File: src/hw/rtl/ltmm_pkg.sv
// ltmm_pkg: shared widths, register indexes, config and queue item types, click tables
// used by every module of the loop transport metronome master; no dependencies
package ltmm_pkg;

	localparam int FRAME_W     = 24;
	localparam int FRAME_IDX_W = $clog2(FRAME_W);
	localparam int SAMPLE_W    = 24;
	localparam int PEAK_W      = SAMPLE_W - 1;
	localparam int GAIN_W      = 16;
	localparam int BEAT_W      = 8;
	localparam int OPT_W       = 3;
	localparam int CFG_IDX_W   = 3;
	localparam int CFG_DATA_W  = 24;

	localparam int CLICK_LEN   = 38;
	localparam int CLICK_SRC   = 38;
	localparam int CLICK_TAB   = 64;
	localparam int POS_W       = $clog2(CLICK_TAB);
	localparam int CLICK_W     = SAMPLE_W;
	localparam int CLICK_SUM_W = CLICK_W + 1;
	localparam int BASE_W      = CLICK_SUM_W + 1;

	localparam int MUL_A_W     = BASE_W + 2;
	localparam int MUL_B_W     = GAIN_W + 1;
	localparam int PROD_W      = MUL_A_W + MUL_B_W;
	localparam int GAIN_SHIFT  = 14;
	localparam int RND_W       = PROD_W - GAIN_SHIFT;

	localparam int QUEUE_DEPTH = 2;
	localparam int QPTR_W      = $clog2(QUEUE_DEPTH);

	// option bit positions
	localparam int OPT_METRO   = 0;
	localparam int OPT_MONITOR = 2;

	// register indexes
	localparam logic [CFG_IDX_W-1:0] CFG_LOOP     = 3'd0;
	localparam logic [CFG_IDX_W-1:0] CFG_BAR      = 3'd1;
	localparam logic [CFG_IDX_W-1:0] CFG_BEAT     = 3'd2;
	localparam logic [CFG_IDX_W-1:0] CFG_QUANTUM  = 3'd3;
	localparam logic [CFG_IDX_W-1:0] CFG_OUT_GAIN = 3'd4;
	localparam logic [CFG_IDX_W-1:0] CFG_IN_GAIN  = 3'd5;
	localparam logic [CFG_IDX_W-1:0] CFG_OPTIONS  = 3'd6;

	localparam logic [FRAME_W-1:0] LOOP_RST    = 24'd192000;
	localparam logic [FRAME_W-1:0] BAR_RST     = 24'd192000;
	localparam logic [FRAME_W-1:0] BEAT_RST    = 24'd48000;
	localparam logic [FRAME_W-1:0] QUANTUM_RST = 24'd0;
	localparam logic [GAIN_W-1:0]  GAIN_RST    = 16'd16384;
	localparam logic [OPT_W-1:0]   OPT_RST     = 3'd0;

	typedef struct packed {
		logic [FRAME_W-1:0] loop_frames;
		logic [FRAME_W-1:0] bar_frames;
		logic [FRAME_W-1:0] beat_frames;
		logic [FRAME_W-1:0] quantum_frames;
		logic [GAIN_W-1:0]  out_gain;
		logic [GAIN_W-1:0]  in_gain;
		logic [OPT_W-1:0]   options;
	} cfg_t;

	// one classified frame, passed from front to back
	typedef struct packed {
		logic signed [BASE_W-1:0]   base_l;
		logic signed [BASE_W-1:0]   base_r;
		logic signed [SAMPLE_W-1:0] line_l;
		logic signed [SAMPLE_W-1:0] line_r;
		logic                       bstart;
		logic                       qp;
		logic                       bp;
		logic                       lz;
		logic [BEAT_W-1:0]          beat;
		logic [FRAME_W-1:0]         frame;
	} fe_item_t;

	typedef enum logic [0:0] {
		FR_RUN,
		FR_SYNC
	} fr_state_t;

	typedef enum logic [2:0] {
		BK_IDLE,
		BK_MUL_LL,
		BK_MUL_LR,
		BK_MUL_SL,
		BK_MUL_SR
	} bk_state_t;

	// click shapes in millionths of full scale
	localparam int TOCK_MICRO [CLICK_SRC] = '{
		59033, 117240, 173807, 227943, 278890, 325936,
		368423, 405755, 437413, 462951, 482013, 494333,
		499738, 498153, 489598, 474195, 452159, 423798,
		389509, 349771, 289883, 230617, 173194, 118739,
		68260, 22631, -17423, -51339, -78721, -99345,
		-113163, -120295, -121028, -115804, -105209, -89954,
		-70862, -48844
	};

	localparam int TICK_MICRO [CLICK_SRC] = '{
		175860, 341914, 488904, 608633, 694426, 741500,
		747229, 711293, 635697, 524656, 384362, 222636,
		48496, -128348, -298035, -451105, -579021, -674653,
		-732667, -749830, -688924, -594091, -474481, -340160,
		-201360, -67752, 52194, 151746, 226280, 273493,
		293425, 288307, 262252, 220811, 170435, 117887,
		69639, 31320
	};

	typedef logic signed [CLICK_W-1:0] click_tab_t [CLICK_TAB];

	// q1.23 table, halves rounded away from zero, zero past the shape
	function automatic click_tab_t click_table(input bit is_tick);
		click_tab_t t;
		longint     u;
		for (int i = 0; i < CLICK_TAB; i++) begin
			if (i < CLICK_SRC) begin
				u = is_tick ? longint'(TICK_MICRO[i]) : longint'(TOCK_MICRO[i]);
			end else begin
				u = 0;
			end
			t[i] = CLICK_W'((u * 64'sd8388608 + ((u < 0) ? -64'sd500000 : 64'sd500000))
				/ 64'sd1000000);
		end
		return t;
	endfunction

	localparam click_tab_t TOCK_TAB = click_table(1'b0);
	localparam click_tab_t TICK_TAB = click_table(1'b1);

endpackage

File: src/hw/rtl/loop_transport_metronome_master_top.sv
// loop_transport_metronome_master_top: items pass the queue, gain steps and output register
// the single multiplier does 4 products per item; the next item is popped with the last one
// writes to bar, beat or quantize registers start a phase recompute, in_ready low
// reset clears counters, beat, rewind, clicks and peaks, and loads default registers
// depends on ltmm_pkg, ltmm_front, ltmm_fifo, ltmm_back
module loop_transport_metronome_master_top (
	input  logic                                  clk,
	input  logic                                  arst_n,
	input  logic                                  cfg_write,
	input  logic [ltmm_pkg::CFG_IDX_W-1:0]        cfg_index,
	input  logic [ltmm_pkg::CFG_DATA_W-1:0]       cfg_data,
	input  logic                                  in_valid,
	output logic                                  in_ready,
	input  logic signed [ltmm_pkg::SAMPLE_W-1:0]  program_left,
	input  logic signed [ltmm_pkg::SAMPLE_W-1:0]  program_right,
	input  logic signed [ltmm_pkg::SAMPLE_W-1:0]  line_left,
	input  logic signed [ltmm_pkg::SAMPLE_W-1:0]  line_right,
	input  logic                                  transport_run,
	input  logic                                  rewind_request,
	input  logic                                  buffer_start,
	output logic                                  out_valid,
	input  logic                                  out_ready,
	output logic signed [ltmm_pkg::SAMPLE_W-1:0]  out_left,
	output logic signed [ltmm_pkg::SAMPLE_W-1:0]  out_right,
	output logic [ltmm_pkg::PEAK_W-1:0]           peak_out,
	output logic [ltmm_pkg::PEAK_W-1:0]           peak_in,
	output logic                                  quantum_point,
	output logic                                  bar_point,
	output logic                                  loop_zero,
	output logic [ltmm_pkg::BEAT_W-1:0]           beat_index,
	output logic [ltmm_pkg::FRAME_W-1:0]          frame_position
);
	import ltmm_pkg::*;

	cfg_t     cfg_q;
	logic     resync, push, pop, q_full, q_empty;
	fe_item_t push_item, pop_item;

	assign resync = cfg_write && (cfg_index == CFG_BAR || cfg_index == CFG_BEAT ||
		cfg_index == CFG_QUANTUM);

	always_ff @(posedge clk or negedge arst_n) begin
		if (!arst_n) begin
			cfg_q.loop_frames    <= LOOP_RST;
			cfg_q.bar_frames     <= BAR_RST;
			cfg_q.beat_frames    <= BEAT_RST;
			cfg_q.quantum_frames <= QUANTUM_RST;
			cfg_q.out_gain       <= GAIN_RST;
			cfg_q.in_gain        <= GAIN_RST;
			cfg_q.options        <= OPT_RST;
		end else if (cfg_write) begin
			case (cfg_index)
				CFG_LOOP:     cfg_q.loop_frames    <= cfg_data[FRAME_W-1:0];
				CFG_BAR:      cfg_q.bar_frames     <= cfg_data[FRAME_W-1:0];
				CFG_BEAT:     cfg_q.beat_frames    <= cfg_data[FRAME_W-1:0];
				CFG_QUANTUM:  cfg_q.quantum_frames <= cfg_data[FRAME_W-1:0];
				CFG_OUT_GAIN: cfg_q.out_gain       <= cfg_data[GAIN_W-1:0];
				CFG_IN_GAIN:  cfg_q.in_gain        <= cfg_data[GAIN_W-1:0];
				CFG_OPTIONS:  cfg_q.options        <= cfg_data[OPT_W-1:0];
				default: ;
			endcase
		end
	end

	ltmm_front u_front (
		.clk            (clk),
		.arst_n         (arst_n),
		.cfg            (cfg_q),
		.resync         (resync),
		.in_valid       (in_valid),
		.in_ready       (in_ready),
		.program_left   (program_left),
		.program_right  (program_right),
		.line_left      (line_left),
		.line_right     (line_right),
		.transport_run  (transport_run),
		.rewind_request (rewind_request),
		.buffer_start   (buffer_start),
		.q_full         (q_full),
		.push           (push),
		.push_item      (push_item)
	);

	ltmm_fifo u_fifo (
		.clk       (clk),
		.arst_n    (arst_n),
		.push      (push),
		.push_item (push_item),
		.pop       (pop),
		.pop_item  (pop_item),
		.full      (q_full),
		.empty     (q_empty)
	);

	ltmm_back u_back (
		.clk            (clk),
		.arst_n         (arst_n),
		.cfg            (cfg_q),
		.q_empty        (q_empty),
		.q_item         (pop_item),
		.pop            (pop),
		.out_valid      (out_valid),
		.out_ready      (out_ready),
		.out_left       (out_left),
		.out_right      (out_right),
		.peak_out       (peak_out),
		.peak_in        (peak_in),
		.quantum_point  (quantum_point),
		.bar_point      (bar_point),
		.loop_zero      (loop_zero),
		.beat_index     (beat_index),
		.frame_position (frame_position)
	);

endmodule

File: src/hw/rtl/ltmm_front.sv
// ltmm_front: accepts frames, runs the loop transport, beat count and click players
// keeps grid phases in step with the counter; depends on ltmm_pkg
module ltmm_front (
	input  logic                                clk,
	input  logic                                arst_n,
	input  ltmm_pkg::cfg_t                      cfg,
	input  logic                                resync,
	input  logic                                in_valid,
	output logic                                in_ready,
	input  logic signed [ltmm_pkg::SAMPLE_W-1:0] program_left,
	input  logic signed [ltmm_pkg::SAMPLE_W-1:0] program_right,
	input  logic signed [ltmm_pkg::SAMPLE_W-1:0] line_left,
	input  logic signed [ltmm_pkg::SAMPLE_W-1:0] line_right,
	input  logic                                transport_run,
	input  logic                                rewind_request,
	input  logic                                buffer_start,
	input  logic                                q_full,
	output logic                                push,
	output ltmm_pkg::fe_item_t                  push_item
);
	import ltmm_pkg::*;

	localparam logic [1:0] PH_QUANT = 2'd0;
	localparam logic [1:0] PH_BAR   = 2'd1;
	localparam logic [1:0] PH_BEAT  = 2'd2;

	fr_state_t                state_q, state_d;
	logic [FRAME_W-1:0]       frame_q;
	logic [BEAT_W-1:0]        beat_q;
	logic                     rew_q, tick_act_q, tock_act_q;
	logic [POS_W-1:0]         tick_pos_q, tock_pos_q;
	logic [FRAME_W-1:0]       qph_q, bph_q, tph_q;
	logic [1:0]               sel_q;
	logic [FRAME_IDX_W-1:0]   bit_q;
	logic [FRAME_W-1:0]       rem_q, rem_d;
	logic [FRAME_W:0]         rem_shift;
	logic [FRAME_W-1:0]       sync_per;

	logic [FRAME_W-1:0]       f_d, pq_d, pb_d, pt_d;
	logic [FRAME_W:0]         nxt;
	logic [BEAT_W-1:0]        bt_d;
	logic                     rw_d, tka_d, tca_d, qp, bp, lz, metro;
	logic [POS_W-1:0]         tkp_d, tcp_d, tkn, tcn;
	logic signed [CLICK_SUM_W-1:0] click;

	function automatic logic [FRAME_W-1:0] ph_adv(input logic [FRAME_W-1:0] ph,
		input logic [FRAME_W-1:0] per);
		logic [FRAME_W:0] s;
		s = {1'b0, ph} + (FRAME_W+1)'(1);
		if (per == '0 || s == {1'b0, per}) begin
			return '0;
		end
		return s[FRAME_W-1:0];
	endfunction

	// sync control and handshake
	always_comb begin
		state_d = state_q;
		case (state_q)
			FR_RUN: begin
				if (resync) state_d = FR_SYNC;
			end
			FR_SYNC: begin
				if (!resync && sel_q == PH_BEAT && bit_q == '0) state_d = FR_RUN;
			end
			default: state_d = FR_RUN;
		endcase
		in_ready = (state_q == FR_RUN) && !q_full;
		push     = in_valid && in_ready;
	end

	// restoring remainder, one counter bit a cycle
	always_comb begin
		case (sel_q)
			PH_QUANT: sync_per = cfg.quantum_frames;
			PH_BAR:   sync_per = cfg.bar_frames;
			default:  sync_per = cfg.beat_frames;
		endcase
		rem_shift = {rem_q, frame_q[bit_q]};
		if (rem_shift >= {1'b0, sync_per}) begin
			rem_d = FRAME_W'(rem_shift - {1'b0, sync_per});
		end else begin
			rem_d = rem_shift[FRAME_W-1:0];
		end
	end

	// one transport step
	always_comb begin
		metro = cfg.options[OPT_METRO];
		f_d   = frame_q;
		bt_d  = beat_q;
		rw_d  = rew_q | rewind_request;
		tka_d = tick_act_q;
		tca_d = tock_act_q;
		tkp_d = tick_pos_q;
		tcp_d = tock_pos_q;
		pq_d  = qph_q;
		pb_d  = bph_q;
		pt_d  = tph_q;
		qp    = 1'b0;
		bp    = 1'b0;
		lz    = 1'b0;
		nxt   = '0;
		tkn   = '0;
		tcn   = '0;
		click = '0;
		if (transport_run) begin
			if (cfg.quantum_frames != '0 && pq_d == '0) begin
				qp = 1'b1;
				if (rw_d) begin
					rw_d = 1'b0;
					f_d  = '0;
					bt_d = '0;
					pb_d = '0;
					pt_d = '0;
				end
			end
			if (cfg.bar_frames != '0 && f_d != '0 && pb_d == '0) begin
				bp = 1'b1;
				if (metro) tka_d = 1'b1;
			end
			lz  = (f_d == '0);
			nxt = {1'b0, f_d} + (FRAME_W+1)'(1);
			if (nxt > {1'b0, cfg.loop_frames}) begin
				f_d  = '0;
				bt_d = '0;
				pq_d = '0;
				pb_d = '0;
				pt_d = '0;
			end else begin
				f_d  = nxt[FRAME_W-1:0];
				pq_d = ph_adv(pq_d, cfg.quantum_frames);
				pb_d = ph_adv(pb_d, cfg.bar_frames);
				pt_d = ph_adv(pt_d, cfg.beat_frames);
				if (cfg.beat_frames != '0 && pt_d == '0) begin
					if (bt_d != {BEAT_W{1'b1}}) bt_d = bt_d + 1'b1;
					if (metro && !tka_d) tca_d = 1'b1;
				end
			end
		end
		if (tca_d) begin
			click = click + CLICK_SUM_W'(TOCK_TAB[tcp_d]);
			tcn   = tcp_d + POS_W'(1);
			if (tcn >= POS_W'(CLICK_LEN - 1)) begin
				tca_d = 1'b0;
				tcp_d = '0;
			end else begin
				tcp_d = tcn;
			end
		end
		if (tka_d) begin
			click = click + CLICK_SUM_W'(TICK_TAB[tkp_d]);
			tkn   = tkp_d + POS_W'(1);
			if (tkn >= POS_W'(CLICK_LEN - 1)) begin
				tka_d = 1'b0;
				tkp_d = '0;
			end else begin
				tkp_d = tkn;
			end
		end
	end

	always_comb begin
		push_item.base_l = BASE_W'(program_left) + BASE_W'(click);
		push_item.base_r = BASE_W'(program_right) + BASE_W'(click);
		push_item.line_l = line_left;
		push_item.line_r = line_right;
		push_item.bstart = buffer_start;
		push_item.qp     = qp;
		push_item.bp     = bp;
		push_item.lz     = lz;
		push_item.beat   = bt_d;
		push_item.frame  = f_d;
	end

	always_ff @(posedge clk or negedge arst_n) begin
		if (!arst_n) begin
			state_q    <= FR_RUN;
			frame_q    <= '0;
			beat_q     <= '0;
			rew_q      <= 1'b0;
			tick_act_q <= 1'b0;
			tock_act_q <= 1'b0;
			tick_pos_q <= '0;
			tock_pos_q <= '0;
			qph_q      <= '0;
			bph_q      <= '0;
			tph_q      <= '0;
			sel_q      <= '0;
			bit_q      <= '0;
			rem_q      <= '0;
		end else begin
			state_q <= state_d;
			if (resync) begin
				sel_q <= PH_QUANT;
				bit_q <= FRAME_IDX_W'(FRAME_W - 1);
				rem_q <= '0;
			end else if (state_q == FR_SYNC) begin
				if (bit_q == '0) begin
					case (sel_q)
						PH_QUANT: qph_q <= rem_d;
						PH_BAR:   bph_q <= rem_d;
						default:  tph_q <= rem_d;
					endcase
					rem_q <= '0;
					bit_q <= FRAME_IDX_W'(FRAME_W - 1);
					sel_q <= sel_q + 1'b1;
				end else begin
					rem_q <= rem_d;
					bit_q <= bit_q - 1'b1;
				end
			end
			if (push) begin
				frame_q    <= f_d;
				beat_q     <= bt_d;
				rew_q      <= rw_d;
				tick_act_q <= tka_d;
				tock_act_q <= tca_d;
				tick_pos_q <= tkp_d;
				tock_pos_q <= tcp_d;
				qph_q      <= pq_d;
				bph_q      <= pb_d;
				tph_q      <= pt_d;
			end
		end
	end

	a_bar_phase: assert property (@(posedge clk) disable iff (!arst_n)
		(state_q == FR_RUN && cfg.bar_frames != '0) |-> (bph_q < cfg.bar_frames))
		else $error("bar phase out of range");

	a_beat_phase: assert property (@(posedge clk) disable iff (!arst_n)
		(state_q == FR_RUN && cfg.beat_frames != '0) |-> (tph_q < cfg.beat_frames))
		else $error("beat phase out of range");

	a_quant_phase: assert property (@(posedge clk) disable iff (!arst_n)
		(state_q == FR_RUN && cfg.quantum_frames != '0) |-> (qph_q < cfg.quantum_frames))
		else $error("quantize phase out of range");

endmodule

File: src/hw/rtl/ltmm_fifo.sv
// ltmm_fifo: short item queue between front and back
// depends on ltmm_pkg for the item type and depth
module ltmm_fifo (
	input  logic               clk,
	input  logic               arst_n,
	input  logic               push,
	input  ltmm_pkg::fe_item_t push_item,
	input  logic               pop,
	output ltmm_pkg::fe_item_t pop_item,
	output logic               full,
	output logic               empty
);
	import ltmm_pkg::*;

	fe_item_t          mem_q [QUEUE_DEPTH];
	logic [QPTR_W-1:0] wr_q, rd_q;
	logic [QPTR_W:0]   cnt_q;

	assign full     = (cnt_q == (QPTR_W+1)'(QUEUE_DEPTH));
	assign empty    = (cnt_q == '0);
	assign pop_item = mem_q[rd_q];

	always_ff @(posedge clk) begin
		if (push) mem_q[wr_q] <= push_item;
	end

	always_ff @(posedge clk or negedge arst_n) begin
		if (!arst_n) begin
			wr_q  <= '0;
			rd_q  <= '0;
			cnt_q <= '0;
		end else begin
			if (push) wr_q <= wr_q + 1'b1;
			if (pop) rd_q <= rd_q + 1'b1;
			case ({push, pop})
				2'b10:   cnt_q <= cnt_q + 1'b1;
				2'b01:   cnt_q <= cnt_q - 1'b1;
				default: cnt_q <= cnt_q;
			endcase
		end
	end

	a_no_overflow: assert property (@(posedge clk) disable iff (!arst_n)
		push |-> !full)
		else $error("queue overflow");

	a_no_underflow: assert property (@(posedge clk) disable iff (!arst_n)
		pop |-> !empty)
		else $error("queue underflow");

endmodule

File: src/hw/rtl/ltmm_back.sv
// ltmm_back: gain stage on one shared multiplier, peaks, saturation, output register
// depends on ltmm_pkg
module ltmm_back (
	input  logic                                 clk,
	input  logic                                 arst_n,
	input  ltmm_pkg::cfg_t                       cfg,
	input  logic                                 q_empty,
	input  ltmm_pkg::fe_item_t                   q_item,
	output logic                                 pop,
	output logic                                 out_valid,
	input  logic                                 out_ready,
	output logic signed [ltmm_pkg::SAMPLE_W-1:0] out_left,
	output logic signed [ltmm_pkg::SAMPLE_W-1:0] out_right,
	output logic [ltmm_pkg::PEAK_W-1:0]          peak_out,
	output logic [ltmm_pkg::PEAK_W-1:0]          peak_in,
	output logic                                 quantum_point,
	output logic                                 bar_point,
	output logic                                 loop_zero,
	output logic [ltmm_pkg::BEAT_W-1:0]          beat_index,
	output logic [ltmm_pkg::FRAME_W-1:0]         frame_position
);
	import ltmm_pkg::*;

	bk_state_t                 state_q, state_d;
	fe_item_t                  it_q;
	logic signed [PROD_W-1:0]  prod_q, prod_d;
	logic signed [MUL_A_W-1:0] mul_a, sum_l_q, sum_r_q;
	logic signed [MUL_B_W-1:0] mul_b;
	logic signed [RND_W-1:0]   rnd_v, gain_v, sl_q;
	logic [PEAK_W-1:0]         peak_in_q, peak_out_q, pin_base, pout_base;
	logic                      fin_q, out_free, stall, mon;
	logic                      qp_q, bp_q, lz_q;
	logic [BEAT_W-1:0]         beat_q;
	logic [FRAME_W-1:0]        frame_q;

	// floor((x + 2^13) / 2^14)
	function automatic logic signed [RND_W-1:0] rnd(input logic signed [PROD_W-1:0] x);
		logic signed [PROD_W-1:0] t;
		t = x + $signed(PROD_W'(1) << (GAIN_SHIFT - 1));
		return $signed(t[PROD_W-1:GAIN_SHIFT]);
	endfunction

	function automatic logic signed [SAMPLE_W-1:0] sat(input logic signed [RND_W-1:0] v);
		logic signed [RND_W-1:0] hi, lo;
		hi = $signed({{(RND_W-SAMPLE_W+1){1'b0}}, {(SAMPLE_W-1){1'b1}}});
		lo = $signed({{(RND_W-SAMPLE_W+1){1'b1}}, {(SAMPLE_W-1){1'b0}}});
		if (v > hi) return hi[SAMPLE_W-1:0];
		if (v < lo) return lo[SAMPLE_W-1:0];
		return v[SAMPLE_W-1:0];
	endfunction

	function automatic logic [PEAK_W-1:0] peak_upd(input logic signed [RND_W-1:0] v,
		input logic [PEAK_W-1:0] base);
		logic signed [RND_W-1:0] b, mx;
		b  = $signed({{(RND_W-PEAK_W){1'b0}}, base});
		mx = $signed({{(RND_W-PEAK_W){1'b0}}, {PEAK_W{1'b1}}});
		if (v <= b) return base;
		if (v > mx) return {PEAK_W{1'b1}};
		return v[PEAK_W-1:0];
	endfunction

	assign out_free  = !out_valid || out_ready;
	assign stall     = fin_q && !out_free;
	assign mon       = cfg.options[OPT_MONITOR];
	assign rnd_v     = rnd(prod_q);
	assign gain_v    = mon ? rnd_v : '0;
	assign pin_base  = it_q.bstart ? '0 : peak_in_q;
	assign pout_base = it_q.bstart ? '0 : peak_out_q;
	assign prod_d    = mul_a * mul_b;

	always_comb begin
		state_d = state_q;
		pop     = 1'b0;
		mul_a   = '0;
		mul_b   = '0;
		case (state_q)
			BK_IDLE: begin
				if (!stall && !q_empty) begin
					pop     = 1'b1;
					state_d = BK_MUL_LL;
				end
			end
			BK_MUL_LL: begin
				mul_a = MUL_A_W'(it_q.line_l);
				mul_b = $signed({1'b0, cfg.in_gain});
				if (!stall) state_d = BK_MUL_LR;
			end
			BK_MUL_LR: begin
				mul_a   = MUL_A_W'(it_q.line_r);
				mul_b   = $signed({1'b0, cfg.in_gain});
				state_d = BK_MUL_SL;
			end
			BK_MUL_SL: begin
				mul_a   = sum_l_q;
				mul_b   = $signed({1'b0, cfg.out_gain});
				state_d = BK_MUL_SR;
			end
			BK_MUL_SR: begin
				mul_a = sum_r_q;
				mul_b = $signed({1'b0, cfg.out_gain});
				if (!q_empty) begin
					pop     = 1'b1;
					state_d = BK_MUL_LL;
				end else begin
					state_d = BK_IDLE;
				end
			end
			default: state_d = BK_IDLE;
		endcase
	end

	always_ff @(posedge clk or negedge arst_n) begin
		if (!arst_n) begin
			state_q    <= BK_IDLE;
			fin_q      <= 1'b0;
			out_valid  <= 1'b0;
			peak_in_q  <= '0;
			peak_out_q <= '0;
		end else begin
			state_q <= state_d;
			if (state_q == BK_MUL_LR) begin
				peak_in_q <= peak_upd(gain_v, pin_base);
			end
			if (state_q == BK_MUL_SR) begin
				peak_out_q <= peak_upd(rnd_v, pout_base);
				fin_q      <= 1'b1;
			end else if (fin_q && out_free) begin
				fin_q <= 1'b0;
			end
			if (fin_q && out_free) begin
				out_valid <= 1'b1;
			end else if (out_ready) begin
				out_valid <= 1'b0;
			end
		end
	end

	always_ff @(posedge clk) begin
		if (pop) it_q <= q_item;
		if (state_q != BK_IDLE && !stall) prod_q <= prod_d;
		case (state_q)
			BK_MUL_LR: sum_l_q <= MUL_A_W'(it_q.base_l) + $signed(gain_v[MUL_A_W-1:0]);
			BK_MUL_SL: sum_r_q <= MUL_A_W'(it_q.base_r) + $signed(gain_v[MUL_A_W-1:0]);
			BK_MUL_SR: begin
				sl_q    <= rnd_v;
				qp_q    <= it_q.qp;
				bp_q    <= it_q.bp;
				lz_q    <= it_q.lz;
				beat_q  <= it_q.beat;
				frame_q <= it_q.frame;
			end
			default: ;
		endcase
		if (fin_q && out_free) begin
			out_left       <= sat(sl_q);
			out_right      <= sat(rnd_v);
			peak_out       <= peak_out_q;
			peak_in        <= peak_in_q;
			quantum_point  <= qp_q;
			bar_point      <= bp_q;
			loop_zero      <= lz_q;
			beat_index     <= beat_q;
			frame_position <= frame_q;
		end
	end

	// a finished item waits only while the next one is loading or starting
	a_fin_state: assert property (@(posedge clk) disable iff (!arst_n)
		fin_q |-> (state_q == BK_IDLE || state_q == BK_MUL_LL))
		else $error("finished item pending outside first step");

endmodule

File: config.mk
export PLATFORM = sky130hd
export DESIGN_NAME = loop_transport_metronome_master_top
export DESIGN_NICKNAME = d
export VERILOG_FILES = /design/src/hw/rtl/ltmm_pkg.sv /design/src/hw/rtl/loop_transport_metronome_master_top.sv /design/src/hw/rtl/ltmm_front.sv /design/src/hw/rtl/ltmm_fifo.sv /design/src/hw/rtl/ltmm_back.sv
export SDC_FILE = /design/constraint.sdc
export NUM_CORES = 2
export LEC_CHECK = 0
export CORE_MARGIN = 2
export CORE_UTILIZATION = 66
export CTS_CLUSTER_DIAMETER = 150
export CTS_CLUSTER_SIZE = 30
export DETAILED_ROUTE_END_ITERATION = 16
export DONT_BUFFER_PORTS = 1
export PLACE_DENSITY = 0.82
export SLEW_MARGIN = 25
export SYNTH_ARGS = -nofsm -noshare
export SYNTH_HDL_FRONTEND = slang
export SYNTH_HIERARCHICAL = 1
export SYNTH_SLANG_ARGS = --single-unit
File: constraint.sdc
create_clock -name clk -period 19.2 [get_ports clk]
set_clock_uncertainty 0.05 [all_clocks]
set_input_delay 0.96 -clock clk [delete_from_list [all_inputs] [get_ports clk]]
set_output_delay 0.96 -clock clk [all_outputs]
set_load 0.05 [all_outputs]
== After elaboration in Yosys (flattened, before gate mapping) ==
Memories as Yosys holds them, arrays and structs flattened. A register that Yosys moved wholly into a read port is not among the register bits.
Cells that the tools add are included.

* ROM bits: 3,072
* RAM bits: 272
* Flip-flop bits (word level): 633
* Memories kept: 3
* Output and inout port bits: 131
* Bits of input ports: 131

* Add/subtract/negate cells: 20
* Multipliers: 1
* Magnitude comparators: 14
* Bitwise operators: 4
* Reductions and logical operators: 70
* Equality and inequality tests: 24
* Muxes and demuxes: 153

{| class="wikitable"
|+ Memory list
! memory !! words !! width !! rd ports !! clocked after Yosys merged registers in !! wr ports !! RTL line !! RTL
|-
| (name not given) || 64 || 24 || 1 || 0 || 0 || ltmm_front.sv:142 || <nowiki>click = click + CLICK_SUM_W'(TOCK_TAB[tcp_d]);</nowiki>
|-
| (name not given) || 64 || 24 || 1 || 0 || 0 || ltmm_front.sv:152 || <nowiki>click = click + CLICK_SUM_W'(TICK_TAB[tkp_d]);</nowiki>
|-
| u_fifo.mem_q || 2 || 136 || 1 || 1 || 1 || ltmm_fifo.sv:15 || <nowiki>fe_item_t mem_q [QUEUE_DEPTH];</nowiki>
|}

{| class="wikitable"
|+ Operators with widths
! cell !! count
|-
| two-way mux 24 bit || 56
|-
| two-way mux 23 bit || 10
|-
| logical NOT 24 bit || 7
|-
| one-hot mux 28 bit (4 select lines) || 1
|-
| adder 24 x 1 -> 25 bit (second input constant) || 4
|-
| nonzero test 24 bit || 4
|-
| > comparator 31 x 24 -> 1 bit (second input constant) || 3
|-
| == test 25 x 24 -> 1 bit || 3
|-
| less-or-equal comparator 31 x 24 -> 1 bit || 2
|-
| < comparator 31 x 24 -> 1 bit (second input constant) || 2
|-
| two-way mux 1 bit || 59
|-
| adder 26 x 28 -> 28 bit || 2
|-
| two-way mux 8 bit || 7
|-
| adder 24 x 25 -> 26 bit || 2
|-
| two-way mux 25 bit || 2
|-
| one-hot mux 24 bit (2 select lines) || 1
|-
| adder 45 x 15 -> 45 bit (second input constant) || 1
|-
| multiplier 28 x 17 -> 45 bit || 1
|-
| one-hot mux 16 bit (2 select lines) || 1
|-
| two-way mux 31 bit || 1
|-
| adder 25 x 24 -> 25 bit || 1
|-
| greater-or-equal comparator 25 x 24 -> 1 bit || 1
|-
| > comparator 25 x 24 -> 1 bit || 1
|-
| subtractor 24 bit || 1
|-
| 39 further kinds || 113
|}

== Longest topological paths before layout ==
* Word-level depth: 22
* Depth in mapped cells: 50

== Cells and area by module ==
Netlist, hierarchy kept.

{| class="wikitable"
|+ By module, submodules not included
! module !! times used !! cells each !! area each (sq um)
|-
| ltmm_back || 1 || 3,238 || 36,130.9
|-
| ltmm_front || 1 || 3,004 || 21,668.3
|-
| ltmm_fifo || 1 || 439 || 10,077.2
|-
| loop_transport_metronome_master_top || 1 || 288 || 5,024.8
|}

== Worst setup path after synthesis ==
OpenSTA, ideal clock, no wires.

* Path type: input to register
* From: in out_ready
* To: reg u_fifo.cnt_q[1]
* Cell stages on the path: 6
* Data arrival time: 16,257 ps
* Path slack: 2,814 ps
* Path buffers: 0
* Setup time: 79 ps
* Cell sequence: nand3b_1 -> nor2_1 -> nor4_1 -> ha_1 -> nor2_1 -> xor2_1

* Cells in the longest elaborated chain, start to end: 9
* Elaborated cells on any way between the ends: 11
* Those cells by class: 2 x eq/ne; 3 x mux; 6 x reduce/logical

{| class="wikitable"
|+ Ends and longest elaborated chain
! element !! RTL line !! RTL
|-
| start: declaration || loop_transport_metronome_master_top.sv:22 || <nowiki>input logic out_ready,</nowiki>
|-
| logical OR 1 bit * || ltmm_back.sv:62 || <nowiki>assign out_free = !out_valid || out_ready;</nowiki>
|-
| logical NOT 1 bit * || ltmm_back.sv:63 || <nowiki>assign stall = fin_q && !out_free;</nowiki>
|-
| logical AND 1 bit * || ltmm_back.sv:63 ||
|-
| logical NOT 1 bit * || ltmm_back.sv:78 || <nowiki>if (!stall && !q_empty) begin</nowiki>
|-
| logical AND 1 bit * || ltmm_back.sv:78 ||
|-
| two-way mux 1 bit * || ltmm_back.sv:78 ||
|-
| one-hot mux 1 bit (2 select lines) * || ltmm_back.sv:76 || <nowiki>case (state_q)</nowiki>
|-
| named net pop || loop_transport_metronome_master_top.sv:36 || <nowiki>logic resync, push, pop, q_full, q_empty;</nowiki>
|-
| == test 2 x 1 -> 1 bit / == test 2 bit (equally long branches) || ltmm_fifo.sv:35 || <nowiki>case ({push, pop})</nowiki>
|-
| one-hot mux 2 bit (2 select lines) / nonzero test 2 bit (equally long branches) || n/a ||
|-
| end signal: assignment || ltmm_fifo.sv:36 || <nowiki>2'b10: cnt_q <= cnt_q + 1'b1;</nowiki>
|-
| end signal: assignment || ltmm_fifo.sv:37 || <nowiki>2'b01: cnt_q <= cnt_q - 1'b1;</nowiki>
|-
| end signal: assignment || ltmm_fifo.sv:38 || <nowiki>default: cnt_q <= cnt_q;</nowiki>
|-
| end: declaration || ltmm_fifo.sv:17 || <nowiki>logic [QPTR_W:0] cnt_q;</nowiki>
|}

Mark *: on every way through the listed nets, which the timed path passes. The rest lies on a longest branch.
A chain may end at the register's enable or synchronous reset.

==> reports/metrics.cfg <==
[cts]
cts_buffers = 41
h-tree-depth = 2
clock_tree_from_tritoncts = built
total_clock_sinks = 1027
cts_max_path_buffers = 3
insertion_delay_ns = 0.69
cts.root.buffer_cell = clkbuf_16
post-cts-setup-buffer-count = 0
worst_setup_hold_path_clk_slew_ns = 0.13

[timing]
worst_slew_margin_rel = 0.148
report.final.slew_viol_count = 0
fin_crit_sh = 0.569
setup_violations = 0
fin_crit_ns = 10.92
grt_setup_unrepaired = no
hold_viol_final = 0
fmax_achieved_ghz = 0.0916
setup_tns_ns = 0
worstMarginPinSlew_ns = 1.24

[synth]
synthesis.area_um2 = 72900
syn-instance-count = 6967
ys_warn_count = 6
synth_nets = 7905
postSynthAreaPerCell_um2 = 10.5

[layout]
syn_to_final_growth_pct = 3.28
final_layout_size_suffix_gt1_frac = 0.0906
finish.net_count = 7679
num-fill-cells = 8105

[detailed_routing]
remaining_drc_errors = 0
detailroute.wirelength.met3_um = 21300
wl_met1_um = 80900
post_drt_wl_per_cell_um = 25.4
top_layer_used = met5
route.met2.wl_um = 95500
drtAntennaViolNets = 0
wl_um = 210000
detail_route.vias_per_cell = 6.54
dr.first_iter.drc_count = 6220
dr.pass1.iters = 6
via_count = 54097

[floorplan]
area_inside_the_core_boundary_um2 = 109000
die-area_um2 = 113000
fp-row-count = 121
die_w_um = 336
floorplan.die.height_um = 336
top_level_i_o_count = 262
initial_core_util = 0.668

[setup_path]
path_max_fanout = 47
crit_required_ns = 19.56
worstReg2RegStart = cfg_q[41]$_DFFE_PN0P_
highest_cell_delay_on_the_worst_timing_path_ns = 0.57
regToRegEndpoint = u_fifo/mem_q[0][134]$_DFFE_PP_
timing.reg2reg.setup_slack_ns = 8.28
worstSetupPathType = reg -> reg
critPathArrivalTime_ns = 11.28
timing.reg2reg.worst_path_depth = 45
crit_path_top_delay_cell = nor4_1
end_kind = flop
timing.critical_path.from_type = flop

[global_route]
grt_overflow_total = 0
grt_pass1_wl_um = 318000
first_global_vias = 52384
grt_start_max_net_pins = 179
grt_use_total = 0.371
initial_antenna_violation_count = 20

[placed_design]
place_hpwl_um = 158000
routability_cong = 1.02
place.port_buffers = 0

[status]
run_status = finished, final reports clean

[run]
timing.max_cap.violations = 0

[hold_path]
worst_hold_path_type = in -> async

-- repair_timing --
action,4_1_cts,5_1_grt
hold endpoints to repair,178,0
hold buffers,2,0
gates resized for setup,0,0
-- placed cells by master, fill, tap and decap left out, drive strengths merged, types with 34 or more instances in the layout --
| cell | count |
|---|---|
| a211oi | 43 |
| a21o | 64 |
| a21oi | 330 |
| a221oi | 37 |
| a22o | 132 |
| a31oi | 44 |
| and2 | 52 |
| and3 | 47 |
| buf | 126 |
| clkbuf | 70 |
| dfrtp | 313 |
| edfxtp | 691 |
| fa | 437 |
| ha | 370 |
| inv | 685 |
| mux2 | 286 |
| mux2i | 41 |
| nand2 | 613 |
| nand2b | 129 |
| nand3 | 155 |
| nand4 | 68 |
| nor2 | 536 |
| nor2b | 72 |
| nor3 | 102 |
| nor4 | 54 |
| o21a | 75 |
| o21ai | 296 |
| o22ai | 54 |
| o31ai | 34 |
| or3 | 57 |
| xnor2 | 233 |
| xor2 | 80 |
-- metal layers --
layer	vias to the layer above	global-route usage
met1	26650	0.495
met2	2881	0.580
met3	564	0.0838
met5	-	0
met4	8	0.178
li1	23994	-
-- worst max-delay path, delay by kind of cell, from the launching register on --
| family | cells | cell delay, ns |
|---|---|---|
| compound gates | 20 | 4.15 |
| simple gates | 12 | 3.08 |
| fa+ha+maj | 5 | 1.59 |
| buf+inv | 5 | 0.90 |
| flops | 1 | 0.44 |
| xor+xnor | 3 | 0.41 |
-- stage by stage --
stage | utilization | cell area [µm²] | hold slack, ns | cells | setup slack [ns]
floorplan | - | 72900 | 0.350 | 6967 | 2.81
global placement | 0.676 | 73800 | 0.351 | 8165 | 8.72
detailed placement | 0.676 | 73800 | 0.355 | 8170 | 8.47
CTS | 0.688 | 75100 | 0.0345 | 8248 | 8.43
global route | 0.689 | 75200 | 0.0325 | 8263 | 7.51
finish | 0.689 | 75300 | 0.0820 | 8266 | 8.28
-- cell type report --
cell class,instances,area [µm²],share of cell area
multi-input cells,4856,39300,0.523
flip-flops and latches,1027,29200,0.388
inverters,686,2570,0.0342
well taps,1476,1850,0.0245
clock buffers,69,1130,0.0150
repair buffers,129,1030,0.0137
clock inverters,7,123,0.00163
diodes,16,40.0,0.000532
-- worst max path at each step --
stage / startpoint / end
after global placement: cfg_q[41]$_DFFE_PN0P_ / u_fifo/mem_q[0][109]$_DFFE_PP_
after CTS: cfg_q[41]$_DFFE_PN0P_ / u_fifo/mem_q[0][109]$_DFFE_PP_
final: cfg_q[41]$_DFFE_PN0P_ / u_fifo/mem_q[0][134]$_DFFE_PP_
after floorplan: out_ready / u_fifo/cnt_q[1]$_DFFE_PN0P_
after global routing: u_front/qph_q[0]$_DFFE_PN0P_ / u_fifo/mem_q[0][109]$_DFFE_PP_
after detailed placement: cfg_q[41]$_DFFE_PN0P_ / u_fifo/mem_q[0][109]$_DFFE_PP_
-- state kept, by name, indices dropped and copies added, names as in the netlist, 28 cells and up --
signal	count
u_fifo/mem_q	272
u_back/it_q	136
cfg_q	130
u_back/prod_q	32
u_back/sl_q	31
u_back/sum_l_q	28
u_back/sum_r_q	28
Power is not shown: default switching activity piles up to over one toggle a cycle in this logic, so the estimate is an artifact.
